--- config.mk ---
export PLATFORM = sky130hd
export DESIGN_NAME = multi_button_event_scanner
export DESIGN_NICKNAME = d
export VERILOG_FILES = /design/src/sv/bmsc_pkg.sv /design/src/sv/bmsc_front.sv /design/src/sv/bmsc_mod_unit.sv /design/src/sv/bmsc_back.sv /design/src/sv/bmsc_result_fifo.sv /design/src/sv/multi_button_event_scanner.sv
export SDC_FILE = /design/constraint.sdc
export NUM_CORES = 1
export LEC_CHECK = 0
export ABC_AREA = 1
export BUFFER_PORTS_ARGS = -buffer_cell sky130_fd_sc_hd__buf_2
export CAP_MARGIN = 20
export CORE_MARGIN = 2
export CORE_UTILIZATION = 50
export CTS_BUF_LIST = sky130_fd_sc_hd__clkbuf_8
export CTS_CLUSTER_DIAMETER = 60
export DETAILED_ROUTE_END_ITERATION = 8
export PLACE_DENSITY = 0.72
export SLEW_MARGIN = 5
export SYNTH_ARGS = -nofsm -noshare
export SYNTH_HDL_FRONTEND = slang
export SYNTH_SLANG_ARGS = --single-unit
--- constraint.sdc ---
create_clock -name i_clk -period 6.3 [get_ports i_clk]
set_input_delay 0.945 -clock i_clk [delete_from_list [all_inputs] [get_ports i_clk]]
set_output_delay 0.945 -clock i_clk [all_outputs]
set_load 0.05 [all_outputs]
--- src/sv/bmsc_pkg.sv ---
// Package for the multi-button event scanner: shared types, event codes,
// configuration register indexes and reset values. No dependencies.
package bmsc_pkg;

    // Buttons at this index or beyond never appear in a scan tick.
    localparam int MAX_SCAN = 8;

    // Depth of the result queue in front of the output ports.
    localparam int RES_DEPTH = 4;
    localparam int RES_PTR_W = 2;

    localparam logic [15:0] DOWN_TICKS_RST   = 16'd2;
    localparam logic [15:0] HOLD_TICKS_RST   = 16'd50;
    localparam logic [15:0] REPEAT_TICKS_RST = 16'd0;

    typedef enum logic [2:0] {
        CFG_BUTTON_COUNT     = 3'd0,
        CFG_PRESS_LEVEL_MASK = 3'd1,
        CFG_DOWN_TICKS       = 3'd2,
        CFG_HOLD_TICKS       = 3'd3,
        CFG_REPEAT_TICKS     = 3'd4
    } t_cfg_index;

    typedef enum logic [2:0] {
        EV_CLICK_DOWN  = 3'd0,
        EV_HOLD        = 3'd1,
        EV_HOLD_REPEAT = 3'd2,
        EV_CLICK_UP    = 3'd3,
        EV_HOLD_UP     = 3'd4
    } t_event_code;

    typedef struct packed {
        logic [3:0]  button_count;
        logic [7:0]  press_level_mask;
        logic [15:0] down_ticks;
        logic [15:0] hold_ticks;
        logic [15:0] repeat_ticks;
    } t_cfg;

    // One classified scan tick waiting in the front queue.
    typedef struct packed {
        logic       valid;
        logic [7:0] pressed;
    } t_tick;

    typedef struct packed {
        logic [2:0]  button_index;
        t_event_code event_code;
        logic        last_event;
    } t_result;

    typedef struct packed {
        logic done;
        logic zero;
    } t_mod_status;

endpackage

--- src/sv/bmsc_front.sv ---
// Front part of the scanner: takes in scan ticks, turns pin levels into
// pressed bits and holds them in a two-entry queue. Depends on bmsc_pkg.
module bmsc_front
    import bmsc_pkg::*;
(
    input  logic       i_clk,
    input  logic       i_rst_n,
    input  logic       i_push,
    output logic       o_full,
    input  logic [7:0] i_pin_levels,
    input  logic [7:0] i_press_mask,
    output t_tick      o_tick,
    input  logic       i_pop
);

    logic [7:0] r_slot [2];
    logic       r_wr_ptr;
    logic       r_rd_ptr;
    logic [1:0] r_count;
    logic       w_wr;
    logic       w_rd;

    assign o_full = (r_count == 2'd2);
    assign w_wr   = i_push && !o_full;
    assign w_rd   = i_pop && (r_count != 2'd0);

    assign o_tick.valid   = (r_count != 2'd0);
    assign o_tick.pressed = r_slot[r_rd_ptr];

    // A button is pressed when its pin level matches its press level.
    always_ff @(posedge i_clk) begin
        if (w_wr) begin
            r_slot[r_wr_ptr] <= ~(i_pin_levels ^ i_press_mask);
        end
    end

    always_ff @(posedge i_clk) begin
        if (!i_rst_n) begin
            r_wr_ptr <= 1'b0;
            r_rd_ptr <= 1'b0;
            r_count  <= 2'd0;
        end else begin
            if (w_wr) begin
                r_wr_ptr <= !r_wr_ptr;
            end
            if (w_rd) begin
                r_rd_ptr <= !r_rd_ptr;
            end
            if (w_wr && !w_rd) begin
                r_count <= r_count + 2'd1;
            end else if (w_rd && !w_wr) begin
                r_count <= r_count - 2'd1;
            end
        end
    end

endmodule

--- src/sv/bmsc_mod_unit.sv ---
// Bit-serial remainder unit: computes dividend modulo a 16-bit divisor, one
// dividend bit per cycle, MSB first. Depends on bmsc_pkg.
module bmsc_mod_unit
    import bmsc_pkg::*;
#(
    parameter int COUNT_WIDTH = 16
) (
    input  logic                   i_clk,
    input  logic                   i_rst_n,
    input  logic                   i_start,
    input  logic [COUNT_WIDTH-1:0] i_dividend,
    input  logic [15:0]            i_divisor,
    output t_mod_status            o_status
);

    localparam int STEP_W = $clog2(COUNT_WIDTH + 1);

    logic                   r_busy;
    logic                   r_done;
    logic [STEP_W-1:0]      r_steps;
    logic [COUNT_WIDTH-1:0] r_div;
    logic [15:0]            r_rem;
    logic [15:0]            r_divisor;
    logic [16:0]            w_trial;
    logic                   w_ge;
    logic [15:0]            n_rem;

    // The partial remainder stays below the divisor, so 16 bits hold it.
    assign w_trial = {r_rem, r_div[COUNT_WIDTH-1]};
    assign w_ge    = (w_trial >= {1'b0, r_divisor});
    assign n_rem   = w_ge ? 16'(w_trial - {1'b0, r_divisor}) : w_trial[15:0];

    assign o_status.done = r_done;
    assign o_status.zero = (r_rem == 16'd0);

    always_ff @(posedge i_clk) begin
        if (i_start) begin
            r_div     <= i_dividend;
            r_rem     <= 16'd0;
            r_divisor <= i_divisor;
        end else if (r_busy) begin
            r_div <= r_div << 1;
            r_rem <= n_rem;
        end
    end

    always_ff @(posedge i_clk) begin
        if (!i_rst_n) begin
            r_busy  <= 1'b0;
            r_done  <= 1'b0;
            r_steps <= '0;
        end else if (i_start) begin
            r_busy  <= 1'b1;
            r_done  <= 1'b0;
            r_steps <= STEP_W'(COUNT_WIDTH);
        end else if (r_busy) begin
            r_steps <= r_steps - STEP_W'(1);
            if (r_steps == STEP_W'(1)) begin
                r_busy <= 1'b0;
                r_done <= 1'b1;
            end
        end
    end

endmodule

--- src/sv/bmsc_back.sv ---
// Back part of the scanner: walks the buttons of one tick, updates the press
// counters and emits events. Depends on bmsc_pkg and bmsc_mod_unit.
module bmsc_back
    import bmsc_pkg::*;
#(
    parameter int NUM_BUTTONS = 8,
    parameter int COUNT_WIDTH = 16
) (
    input  logic    i_clk,
    input  logic    i_rst_n,
    input  t_cfg    i_cfg,
    input  t_tick   i_tick,
    output logic    o_tick_pop,
    output logic    o_res_push,
    output t_result o_res_data,
    input  logic    i_res_full
);

    localparam int SCAN  = (NUM_BUTTONS < MAX_SCAN) ? NUM_BUTTONS : MAX_SCAN;
    localparam int IDX_W = (SCAN > 1) ? $clog2(SCAN) : 1;
    localparam int CMP_W = (COUNT_WIDTH > 16) ? COUNT_WIDTH : 16;
    localparam logic [3:0] SCAN_N = 4'(SCAN);

    typedef enum logic [3:0] {
        S_IDLE  = 4'b0001,
        S_EVAL  = 4'b0010,
        S_MOD   = 4'b0100,
        S_FLUSH = 4'b1000
    } t_back_state;

    t_back_state            r_state, n_state;
    logic [3:0]             r_idx, n_idx;
    logic [3:0]             r_active, n_active;
    logic [7:0]             r_pressed, n_pressed;
    logic                   r_pend_v, n_pend_v;
    t_result                r_pend, n_pend;
    logic [COUNT_WIDTH-1:0] r_cnt [SCAN];

    logic [COUNT_WIDTH-1:0] w_old;
    logic [COUNT_WIDTH-1:0] w_inc;
    logic [CMP_W-1:0]       w_inc_x;
    logic [CMP_W-1:0]       w_old_x;
    logic [CMP_W-1:0]       w_down_x;
    logic [CMP_W-1:0]       w_hold_x;
    logic                   w_cnt_we;
    logic [COUNT_WIDTH-1:0] w_cnt_wd;
    logic                   w_ev_v;
    t_event_code            w_ev_code;
    logic                   w_adv;
    logic                   w_blocked;
    logic                   w_stall;
    logic                   w_mod_start;
    t_mod_status            w_mod;

    assign w_old    = r_cnt[r_idx[IDX_W-1:0]];
    assign w_inc    = w_old + COUNT_WIDTH'(1);
    assign w_inc_x  = CMP_W'(w_inc);
    assign w_old_x  = CMP_W'(w_old);
    assign w_down_x = CMP_W'(i_cfg.down_ticks);
    assign w_hold_x = CMP_W'(i_cfg.hold_ticks);

    // A new event can only be taken once the held one has room to leave.
    assign w_blocked = r_pend_v && i_res_full;

    bmsc_mod_unit #(
        .COUNT_WIDTH(COUNT_WIDTH)
    ) u_mod (
        .i_clk      (i_clk),
        .i_rst_n    (i_rst_n),
        .i_start    (w_mod_start),
        .i_dividend (w_inc),
        .i_divisor  (i_cfg.repeat_ticks),
        .o_status   (w_mod)
    );

    always_comb begin
        n_state     = r_state;
        n_idx       = r_idx;
        n_active    = r_active;
        n_pressed   = r_pressed;
        n_pend_v    = r_pend_v;
        n_pend      = r_pend;
        o_tick_pop  = 1'b0;
        o_res_push  = 1'b0;
        o_res_data  = '{r_pend.button_index, r_pend.event_code, 1'b0};
        w_cnt_we    = 1'b0;
        w_cnt_wd    = '0;
        w_ev_v      = 1'b0;
        w_ev_code   = EV_CLICK_DOWN;
        w_adv       = 1'b0;
        w_stall     = 1'b0;
        w_mod_start = 1'b0;
        case (r_state)
            S_IDLE: begin
                if (i_tick.valid) begin
                    o_tick_pop = 1'b1;
                    n_pressed  = i_tick.pressed;
                    n_active   = (i_cfg.button_count > SCAN_N) ? SCAN_N
                                                               : i_cfg.button_count;
                    n_idx      = 4'd0;
                    n_state    = S_EVAL;
                end
            end
            S_EVAL: begin
                if (r_idx >= r_active) begin
                    n_state = r_pend_v ? S_FLUSH : S_IDLE;
                end else if (r_pressed[r_idx[2:0]]) begin
                    if (&w_old) begin
                        w_adv = 1'b1;
                    end else if (w_inc_x == w_down_x) begin
                        w_stall   = w_blocked;
                        w_ev_v    = 1'b1;
                        w_ev_code = EV_CLICK_DOWN;
                        w_cnt_we  = !w_stall;
                        w_cnt_wd  = w_inc;
                        w_adv     = !w_stall;
                    end else if (w_inc_x == w_hold_x) begin
                        w_stall   = w_blocked;
                        w_ev_v    = 1'b1;
                        w_ev_code = EV_HOLD;
                        w_cnt_we  = !w_stall;
                        w_cnt_wd  = w_inc;
                        w_adv     = !w_stall;
                    end else if (w_inc_x > w_hold_x && i_cfg.repeat_ticks != 16'd0) begin
                        w_cnt_we    = 1'b1;
                        w_cnt_wd    = w_inc;
                        w_mod_start = 1'b1;
                        n_state     = S_MOD;
                    end else begin
                        w_cnt_we = 1'b1;
                        w_cnt_wd = w_inc;
                        w_adv    = 1'b1;
                    end
                end else begin
                    if (w_old_x >= w_down_x && w_old_x < w_hold_x) begin
                        w_ev_v    = 1'b1;
                        w_ev_code = EV_CLICK_UP;
                    end else if (w_old_x >= w_hold_x) begin
                        w_ev_v    = 1'b1;
                        w_ev_code = EV_HOLD_UP;
                    end
                    w_stall  = w_ev_v && w_blocked;
                    w_cnt_we = !w_stall;
                    w_adv    = !w_stall;
                end
            end
            S_MOD: begin
                if (w_mod.done) begin
                    w_ev_v    = w_mod.zero;
                    w_ev_code = EV_HOLD_REPEAT;
                    w_stall   = w_mod.zero && w_blocked;
                    w_adv     = !w_stall;
                    if (!w_stall) begin
                        n_state = S_EVAL;
                    end
                end
            end
            S_FLUSH: begin
                if (!i_res_full) begin
                    o_res_push = 1'b1;
                    o_res_data = '{r_pend.button_index, r_pend.event_code, 1'b1};
                    n_pend_v   = 1'b0;
                    n_state    = S_IDLE;
                end
            end
            default: begin
                n_state = S_IDLE;
            end
        endcase

        // The held event leaves as soon as a later one of the same tick shows
        // up, so only the final one of the tick goes out marked as last.
        if (w_adv) begin
            n_idx = r_idx + 4'd1;
            if (w_ev_v) begin
                o_res_push = r_pend_v;
                n_pend_v   = 1'b1;
                n_pend     = '{r_idx[2:0], w_ev_code, 1'b0};
            end
        end
    end

    always_ff @(posedge i_clk) begin
        r_active  <= n_active;
        r_pressed <= n_pressed;
        r_pend    <= n_pend;
    end

    always_ff @(posedge i_clk) begin
        if (!i_rst_n) begin
            r_state  <= S_IDLE;
            r_idx    <= 4'd0;
            r_pend_v <= 1'b0;
            for (int k = 0; k < SCAN; k++) begin
                r_cnt[k] <= '0;
            end
        end else begin
            r_state  <= n_state;
            r_idx    <= n_idx;
            r_pend_v <= n_pend_v;
            if (w_cnt_we) begin
                r_cnt[r_idx[IDX_W-1:0]] <= w_cnt_wd;
            end
        end
    end

    a_idle_nothing_held: assert property (@(posedge i_clk) disable iff (!i_rst_n)
        (r_state == S_IDLE) |-> !r_pend_v)
        else $error("event still held while waiting for a new tick");

    a_idx_in_range: assert property (@(posedge i_clk) disable iff (!i_rst_n)
        r_idx <= SCAN_N)
        else $error("scan index ran past the scanned buttons");

    a_push_has_room: assert property (@(posedge i_clk) disable iff (!i_rst_n)
        o_res_push |-> !i_res_full)
        else $error("result pushed into a full queue");

    a_mod_starts_from_eval: assert property (@(posedge i_clk) disable iff (!i_rst_n)
        w_mod_start |=> (r_state == S_MOD))
        else $error("repeat check started without waiting for it");

endmodule

--- src/sv/bmsc_result_fifo.sv ---
// Result queue between the back part and the output ports of the scanner.
// Depends on bmsc_pkg.
module bmsc_result_fifo
    import bmsc_pkg::*;
(
    input  logic    i_clk,
    input  logic    i_rst_n,
    input  logic    i_push,
    input  t_result i_data,
    output logic    o_full,
    input  logic    i_pop,
    output logic    o_empty,
    output t_result o_data
);

    t_result              r_mem [RES_DEPTH];
    logic [RES_PTR_W-1:0] r_wr_ptr;
    logic [RES_PTR_W-1:0] r_rd_ptr;
    logic [RES_PTR_W:0]   r_count;
    logic                 w_wr;
    logic                 w_rd;

    assign o_full  = (r_count == (RES_PTR_W + 1)'(RES_DEPTH));
    assign o_empty = (r_count == '0);
    assign o_data  = r_mem[r_rd_ptr];
    assign w_wr    = i_push && !o_full;
    assign w_rd    = i_pop && !o_empty;

    always_ff @(posedge i_clk) begin
        if (w_wr) begin
            r_mem[r_wr_ptr] <= i_data;
        end
    end

    always_ff @(posedge i_clk) begin
        if (!i_rst_n) begin
            r_wr_ptr <= '0;
            r_rd_ptr <= '0;
            r_count  <= '0;
        end else begin
            if (w_wr) begin
                r_wr_ptr <= r_wr_ptr + RES_PTR_W'(1);
            end
            if (w_rd) begin
                r_rd_ptr <= r_rd_ptr + RES_PTR_W'(1);
            end
            if (w_wr && !w_rd) begin
                r_count <= r_count + (RES_PTR_W + 1)'(1);
            end else if (w_rd && !w_wr) begin
                r_count <= r_count - (RES_PTR_W + 1)'(1);
            end
        end
    end

endmodule

--- src/sv/multi_button_event_scanner.sv ---
// Flow: a tick waits in the front queue until the idle back part takes it.
// The back part scans its buttons in turn and waits for the remainder unit on a repeat check.
// button_count is capped at 8; a tick with events also flushes its held event, and output stalls
// hold the scan. A tick yields up to 8 events.
// Reset: synchronous, active low; clears queues, counters and loads register defaults.
// Top level; depends on bmsc_pkg, bmsc_front, bmsc_back and bmsc_result_fifo.
module multi_button_event_scanner
    import bmsc_pkg::*;
#(
    parameter int NUM_BUTTONS = 8,
    parameter int COUNT_WIDTH = 16
) (
    input  logic        i_clk,
    input  logic        i_rst_n,
    input  logic        i_cfg_we,
    input  logic [2:0]  i_cfg_index,
    input  logic [15:0] i_cfg_data,
    input  logic        push,
    output logic        full,
    input  logic [7:0]  i_pin_levels,
    output logic        empty,
    input  logic        pop,
    output logic [2:0]  o_button_index,
    output logic [2:0]  o_event_code,
    output logic        o_last_event
);

    t_cfg    r_cfg;
    t_tick   w_tick;
    logic    w_tick_pop;
    logic    w_res_push;
    t_result w_res_in;
    logic    w_res_full;
    t_result w_res_out;

    // Configuration registers. Writes to an index beyond the list are dropped.
    always_ff @(posedge i_clk) begin
        if (!i_rst_n) begin
            r_cfg.button_count     <= 4'd0;
            r_cfg.press_level_mask <= 8'd0;
            r_cfg.down_ticks       <= DOWN_TICKS_RST;
            r_cfg.hold_ticks       <= HOLD_TICKS_RST;
            r_cfg.repeat_ticks     <= REPEAT_TICKS_RST;
        end else if (i_cfg_we) begin
            case (i_cfg_index)
                CFG_BUTTON_COUNT:     r_cfg.button_count     <= i_cfg_data[3:0];
                CFG_PRESS_LEVEL_MASK: r_cfg.press_level_mask <= i_cfg_data[7:0];
                CFG_DOWN_TICKS:       r_cfg.down_ticks       <= i_cfg_data;
                CFG_HOLD_TICKS:       r_cfg.hold_ticks       <= i_cfg_data;
                CFG_REPEAT_TICKS:     r_cfg.repeat_ticks     <= i_cfg_data;
                default: begin
                end
            endcase
        end
    end

    // The front part classifies each tick at transfer time and queues the
    // pressed bits, so the input side keeps taking ticks until that queue is
    // full while the back part is still walking the buttons of an earlier one.
    bmsc_front u_front (
        .i_clk        (i_clk),
        .i_rst_n      (i_rst_n),
        .i_push       (push),
        .o_full       (full),
        .i_pin_levels (i_pin_levels),
        .i_press_mask (r_cfg.press_level_mask),
        .o_tick       (w_tick),
        .i_pop        (w_tick_pop)
    );

    // The back part owns the press counters and produces the events of a
    // tick in button order. It holds one event back until it knows whether
    // a later one follows, which is how the last event of a tick is marked.
    bmsc_back #(
        .NUM_BUTTONS (NUM_BUTTONS),
        .COUNT_WIDTH (COUNT_WIDTH)
    ) u_back (
        .i_clk      (i_clk),
        .i_rst_n    (i_rst_n),
        .i_cfg      (r_cfg),
        .i_tick     (w_tick),
        .o_tick_pop (w_tick_pop),
        .o_res_push (w_res_push),
        .o_res_data (w_res_in),
        .i_res_full (w_res_full)
    );

    // Results wait here until the consumer transfers them; the back part
    // only stalls once this queue is full.
    bmsc_result_fifo u_res_fifo (
        .i_clk   (i_clk),
        .i_rst_n (i_rst_n),
        .i_push  (w_res_push),
        .i_data  (w_res_in),
        .o_full  (w_res_full),
        .i_pop   (pop),
        .o_empty (empty),
        .o_data  (w_res_out)
    );

    assign o_button_index = w_res_out.button_index;
    assign o_event_code   = w_res_out.event_code;
    assign o_last_event   = w_res_out.last_event;

endmodule
# Word-level counts from Yosys, hierarchy flattened
# Memory sizes are Yosys's and may differ from the RTL's. A register that Yosys moved wholly into a read port is not among the register bits.
# Cells that the tools add are included.
# totals
register_bits	145
ram_bits	172
inputBits	32
word_cells	220
n_memories	3
# mem_list
name	words	word_bits	read_ports	rd_clocked_by_memory_dff	wr	line	source
u_back.r_cnt	8	16	1	1	8	bmsc_back.sv:37	logic [COUNT_WIDTH-1:0] r_cnt [SCAN];
u_res_fifo.r_mem	4	7	1	1	1	bmsc_result_fifo.sv:16	t_result r_mem [RES_DEPTH];
u_front.r_slot	2	8	1	1	1	bmsc_front.sv:16	logic [7:0] r_slot [2];
# op_classes
addsub	10
order_cmp	8
n_eq_ne	22
muxes	102
n_bitwise	3
reduce_logical	48
# op_table
operator	count
two-way mux 16 bit	8
two-way mux 1 bit	57
two-way mux 4 bit	14
two-way mux 3 bit	11
equality test 16 bit	2
greater-or-equal comparator 16 bit	2
AND reduction 2 bit	9
greater-or-equal comparator 17 x 16 -> 1 bit	1
adder 16 x 1 -> 16 bit (second input constant)	1
greater-than comparator 16 bit	1
zero test 16 bit	1
less-than comparator 16 bit	1
case mux 4 bit (4 select lines)	1
AND reduction 16 bit	1
nonzero test 16 bit	1
OR reduction 16 bit	1
subtractor 16 bit	1
logical AND 1 bit	13
zero test 1 bit	12
nonzero test 2 bit	6
two-way mux 2 bit	5
two-way mux 5 bit	2
inequality test 3 x 2 -> 1 bit (second input constant)	3
AND reduction 9 bit	1
29 further kinds	38

# Logic depth before layout (Yosys ltp)
# depth
depth_word	17
ltp_mapped	36
mapped_depth_nobuf	35

# Hierarchy
# A second synthesis with hierarchy kept.
# hier_totals
cells_unflattened	2308
hier_area_um2	18469.0
# by_module_without_submodules
mod	instances	cells_each	area_each_um2	seq_area_each_um2
bmsc_back	1	1270	10132.2	4624.4
bmsc_mod_unit	1	477	3458.3	1421.4
multi_button_event_scanner	1	354	2429.8	1201.2
bmsc_result_fifo	1	137	1554.0	1021.0
bmsc_front	1	70	894.6	580.6

# Worst setup path before layout
# No wires, ideal clock.
# synth_path
path_kind	reg-to-reg
startpoint	register with a tool-made name
endpoint	register u_back.u_mod.r_rem[2]
arrival_ns	4.544
setup_slack_ns	1.639
path_stages_with_launch	30
synth_period_minus_slack_ns	4.661
path_cell_list	dfxtp_1 > buf_4 > buf_6 > nand2_1 > nand3_1 > nand2_1 > nand2_1 > nand2_1 > ha_1 > nand3_1 > nor2_4 > nand3_1 > nand2_1 > nand2_1 > ha_1 > nand2_1 > inv_1 > nand3_1 > nor2_1 > and2_1 > inv_1 > nand2_1 > a21oi_1 > nand2_1 > nor2_1 > inv_2 > nand2_1 > inv_1 > a22oi_1 > inv_1
# synth_rtl
item	line	source
to (signal assigned)	bmsc_mod_unit.sv:43	r_rem <= n_rem;
to (decl)	bmsc_mod_unit.sv:22	logic [15:0] r_rem;

==> results.md <==
- Area delta synth->final: 9.86%
- Ratio of cells with drive above 1 in the final layout: 7.53%
- Flop pwr share: 42.8%
- Internal: 4.10 mW
- CP Max Fanout: 24
- Commonest non-fill, non-tap cell in the layout: nand2_1
- Clk_lat worst skew: 0.60 ns
- Xor/xnor cell area share of the yosys netlist: 1.48%
- 1st-iter DRT viols: 1196
- Max incr delay on CP: 0.49 ns
- Mapped Area: 17100 µm²
- Multi-input gate area: 6920 µm²
- Worst r2r path cells: 30
- Finished Layout Cells: 2586
- Die height: 189 µm
- PortBufs: 40
- Synth Register Bits: 330
- Commonest cells after routing, fill and taps aside: nand2_1 (484), nor2_1 (295), inv_1 (289), edfxtp_1 (222), nand3_1 (145)
- CP max stage cell: a2111oi_1
- Root Driver: clkbuf_8
- CTS clk-pin slew, worst paths: 0.06 ns
- Simple-gate portion of the synthesized area: 24.2%
- Total CTS buffers: 53
- R2r setup slk: 0.77 ns
- Power Dens Cells: 326 nW/µm²
- Worst EP arrival: 6.01 ns
- Initial antenna violation count: 0
- Final HPWL DP: 29.5 mm
- Vias in the first global route: 13600
- Critical Path RT: 6.78 ns
- Startpoint types: register
- Pre-Repair DR Iteration Count: 6
- Net Sw Frac: 33.0%
- Gpl congestion: 0.941
- Synth Area in Compound Gates: 8.71%
- DRC Markers: 0
- Worst-Margin Slew: 0.900 ns
- Worst rel slew slack: 39.9%
- Main combinational cell family by area after synthesis: simple AND/OR/NAND/NOR gates
- CP endpoint kind: register
- Row Count: 67
- Clk sinks: 330
- Max rail drop VDD: 0.000215 V
- Max cap viols: 0
- CTS tree: yes
- Unrepaired setup endpoints after global routing: no
- FF+latch area: 8830 µm²
- Largest net degree at the start of global routing: 80
- Synth cell types: 46
- WHS Path Cells: 0
- First-pass GRT wire length: 67.6 mm
- Synth Instances: 2055
- Most used cell, CP: nand2_1
- YS warnings: 0
- Average wire per standard cell: 16.1 µm
- Tot Pwr: 6.13 mW
- Fin nets: 2206
- Final setup fails: 0
- Die area: 35700 µm²
- Fin crit period: 5.53 ns
- Post-synthesis mux area share: 0%
- Worst r2r dst: u_res_fifo.r_count[2]
- Diodes inserted: 0
- Pleak: 8.10 nW
- Total global routing overflow: 0
- P_sw: 2.03 mW
- Combinational Power Share: 25.2%
- Top FF cell, synth: edfxtp_1
- Via/cell ratio: 5.37
- Adder-Cell Fraction of Synth Area: 6.01%
- Ports: 41
- Initial Util: 50.9%
- Skew final: 0.0153 ns
- Asr flop ratio synth: 0%
- Syn Nets: 2168
- # fillers: 2989
- HP Start: r_cfg[2]
- Total track usage: 23.7%
- Placed insts: 2486
- Core area: 33600 µm²
- Hold Crit Class: register to register
- Final Max Tran Viols: 0
- Setup TNS: 0 ns
- Via Count: 13900
- Post-synth EDFFs: 222
- Crit Path Class: register to register
- Period utilization: 87.8%
- Final WL: 41.7 mm
- Max Fclk: 181 MHz
- Hold endpoint: u_back.u_mod.r_divisor[2]
- Final Hold Fails: 0
- Avg Synthesized Cell Area: 8.33 µm²
- Clock Tree Buf Depth: 3
- Post-route ant nets: 0
- H-tree Lvls: 2
- Status: finished clean
- Clock network fraction of design power: 32.0%
- Register area share after synthesis: 51.6%
- Cts hold-fix bufs: 0
- Die Wd: 189 µm
-- cells in the mapped netlist, types with 3 or more instances --
master,count,share of area [%]
nand2_1,484,11
nor2_1,295,6.5
inv_1,270,5.9
edfxtp_1,222,39
nand3_1,145,4.2
o21ai_0,137,4.0
a21oi_1,109,3.2
dfxtp_1,108,13
ha_1,79,5.8
clkbuf_1,35,0.77
buf_2,28,0.82
xnor2_1,17,0.87
nor3_1,15,0.44
nand4_1,12,0.44
nor4_1,10,0.37
o22ai_1,10,0.37
xor2_1,10,0.51
nand2_2,7,0.26
nand4_4,7,0.87
inv_2,5,0.11
nor2_2,4,0.15
o211ai_1,4,0.18
o21ai_1,4,0.12
a31oi_1,3,0.11
buf_6,3,0.20
clkinv_1,3,0.066
nor2_4,3,0.20
-- worst max path at each step --
stage / startpoint / endpoint / slack, ns / cells after the start
5_1_grt: register / u_res_fifo.r_count[2] / 0.08 / 33
2_1_floorplan: register / u_back.u_mod.r_rem[2] / 1.64 / 29
6_report: register / u_res_fifo.r_count[2] / 0.77 / 30
3_5_place_dp: register / u_res_fifo.r_count[2] / 0.66 / 32
4_1_cts: register / u_res_fifo.r_count[2] / 0.63 / 30
3_3_place_gp: register / u_res_fifo.r_count[2] / 0.74 / 32
-- per-stage QoR --
step | setup WS (ns) | instance area, µm² | hold WS [ns] | util (%)
final | 0.766 | 18800 | 0.457 | 55.9
after global routing | 0.0828 | 18800 | 0.478 | 55.9
after CTS | 0.630 | 18800 | 0.447 | 55.9
after detailed placement | 0.658 | 17700 | 0.445 | 52.5
after global placement | 0.737 | 17700 | 0.445 | 52.5
after floorplan | 1.64 | 17100 | 0.431 | -
-- registers in the layout (all words and copies together), names as in the netlist, named ones only --
signal	cells
r_cfg	60
u_back.r_active	4
u_back.r_cnt	128
u_back.r_idx	4
u_back.r_pend	6
u_back.r_pend_v	1
u_back.r_pressed	8
u_back.r_state	4
u_back.u_mod.r_busy	1
u_back.u_mod.r_div	16
u_back.u_mod.r_divisor	16
u_back.u_mod.r_done	1
u_back.u_mod.r_rem	16
u_back.u_mod.r_steps	5
u_front.r_count	2
u_front.r_rd_ptr	1
u_front.r_slot	16
u_front.r_wr_ptr	1
u_res_fifo.r_count	3
u_res_fifo.r_mem	28
u_res_fifo.r_rd_ptr	2
u_res_fifo.r_wr_ptr	2
-- power groups by stage --
stage | logic, mW | registers [mW] | clock network, mW
finish | 1.54 | 2.62 | 1.96
CTS | 1.53 | 2.62 | 1.99
detailed placement | 1.52 | 2.67 | 0
floorplan | 1.19 | 2.63 | 0
global placement | 1.48 | 2.66 | 0
global route | 1.75 | 2.64 | 2.08
-- routing by layer --
metal  vias up  global-route usage (%)  routed length (µm)
met1      6551                    29.7               17900
li1       6812                       -                   -
met4         0                    9.44                1350
met2       432                    40.9               20000
met3       104                    3.67                2480
met5         -                       0                   0
-- repair_timing --
action / in CTS / in global routing
gates resized for setup: 0 / 1
setup buffers: 0 / 0
setup endpoints to repair: 0 / 1
-- final cells by class --
class | count | share of cell area [%]
flip-flops and latches | 330 | 46.9
clock buffers | 66 | 4.83
inverters | 278 | 5.55
repair buffers | 53 | 1.58
clock inverters | 34 | 1.31
well taps | 448 | 2.98
multi-input cells | 1377 | 36.8
-- logic make-up after synthesis --
| logic type | count (synthesis) |
|---|---|
| xor gates and xnor gates | 28 |
| and+or+nand+nor | 986 |
| DFF | 330 |
| AOI/OAI and AO/OA | 282 |
| adders and majority gates | 81 |
| buffers and inverters | 348 |
-- critical path: cells and delay by family, from the launching register on --
kind            cells  cell delay, ns
fa+ha+maj           4            1.04
buf+inv             3            0.52
compound gates      8            1.36
flops               1            0.43
simple gates       15            2.03
No activity file was read; power rests on OpenSTA's default activity.
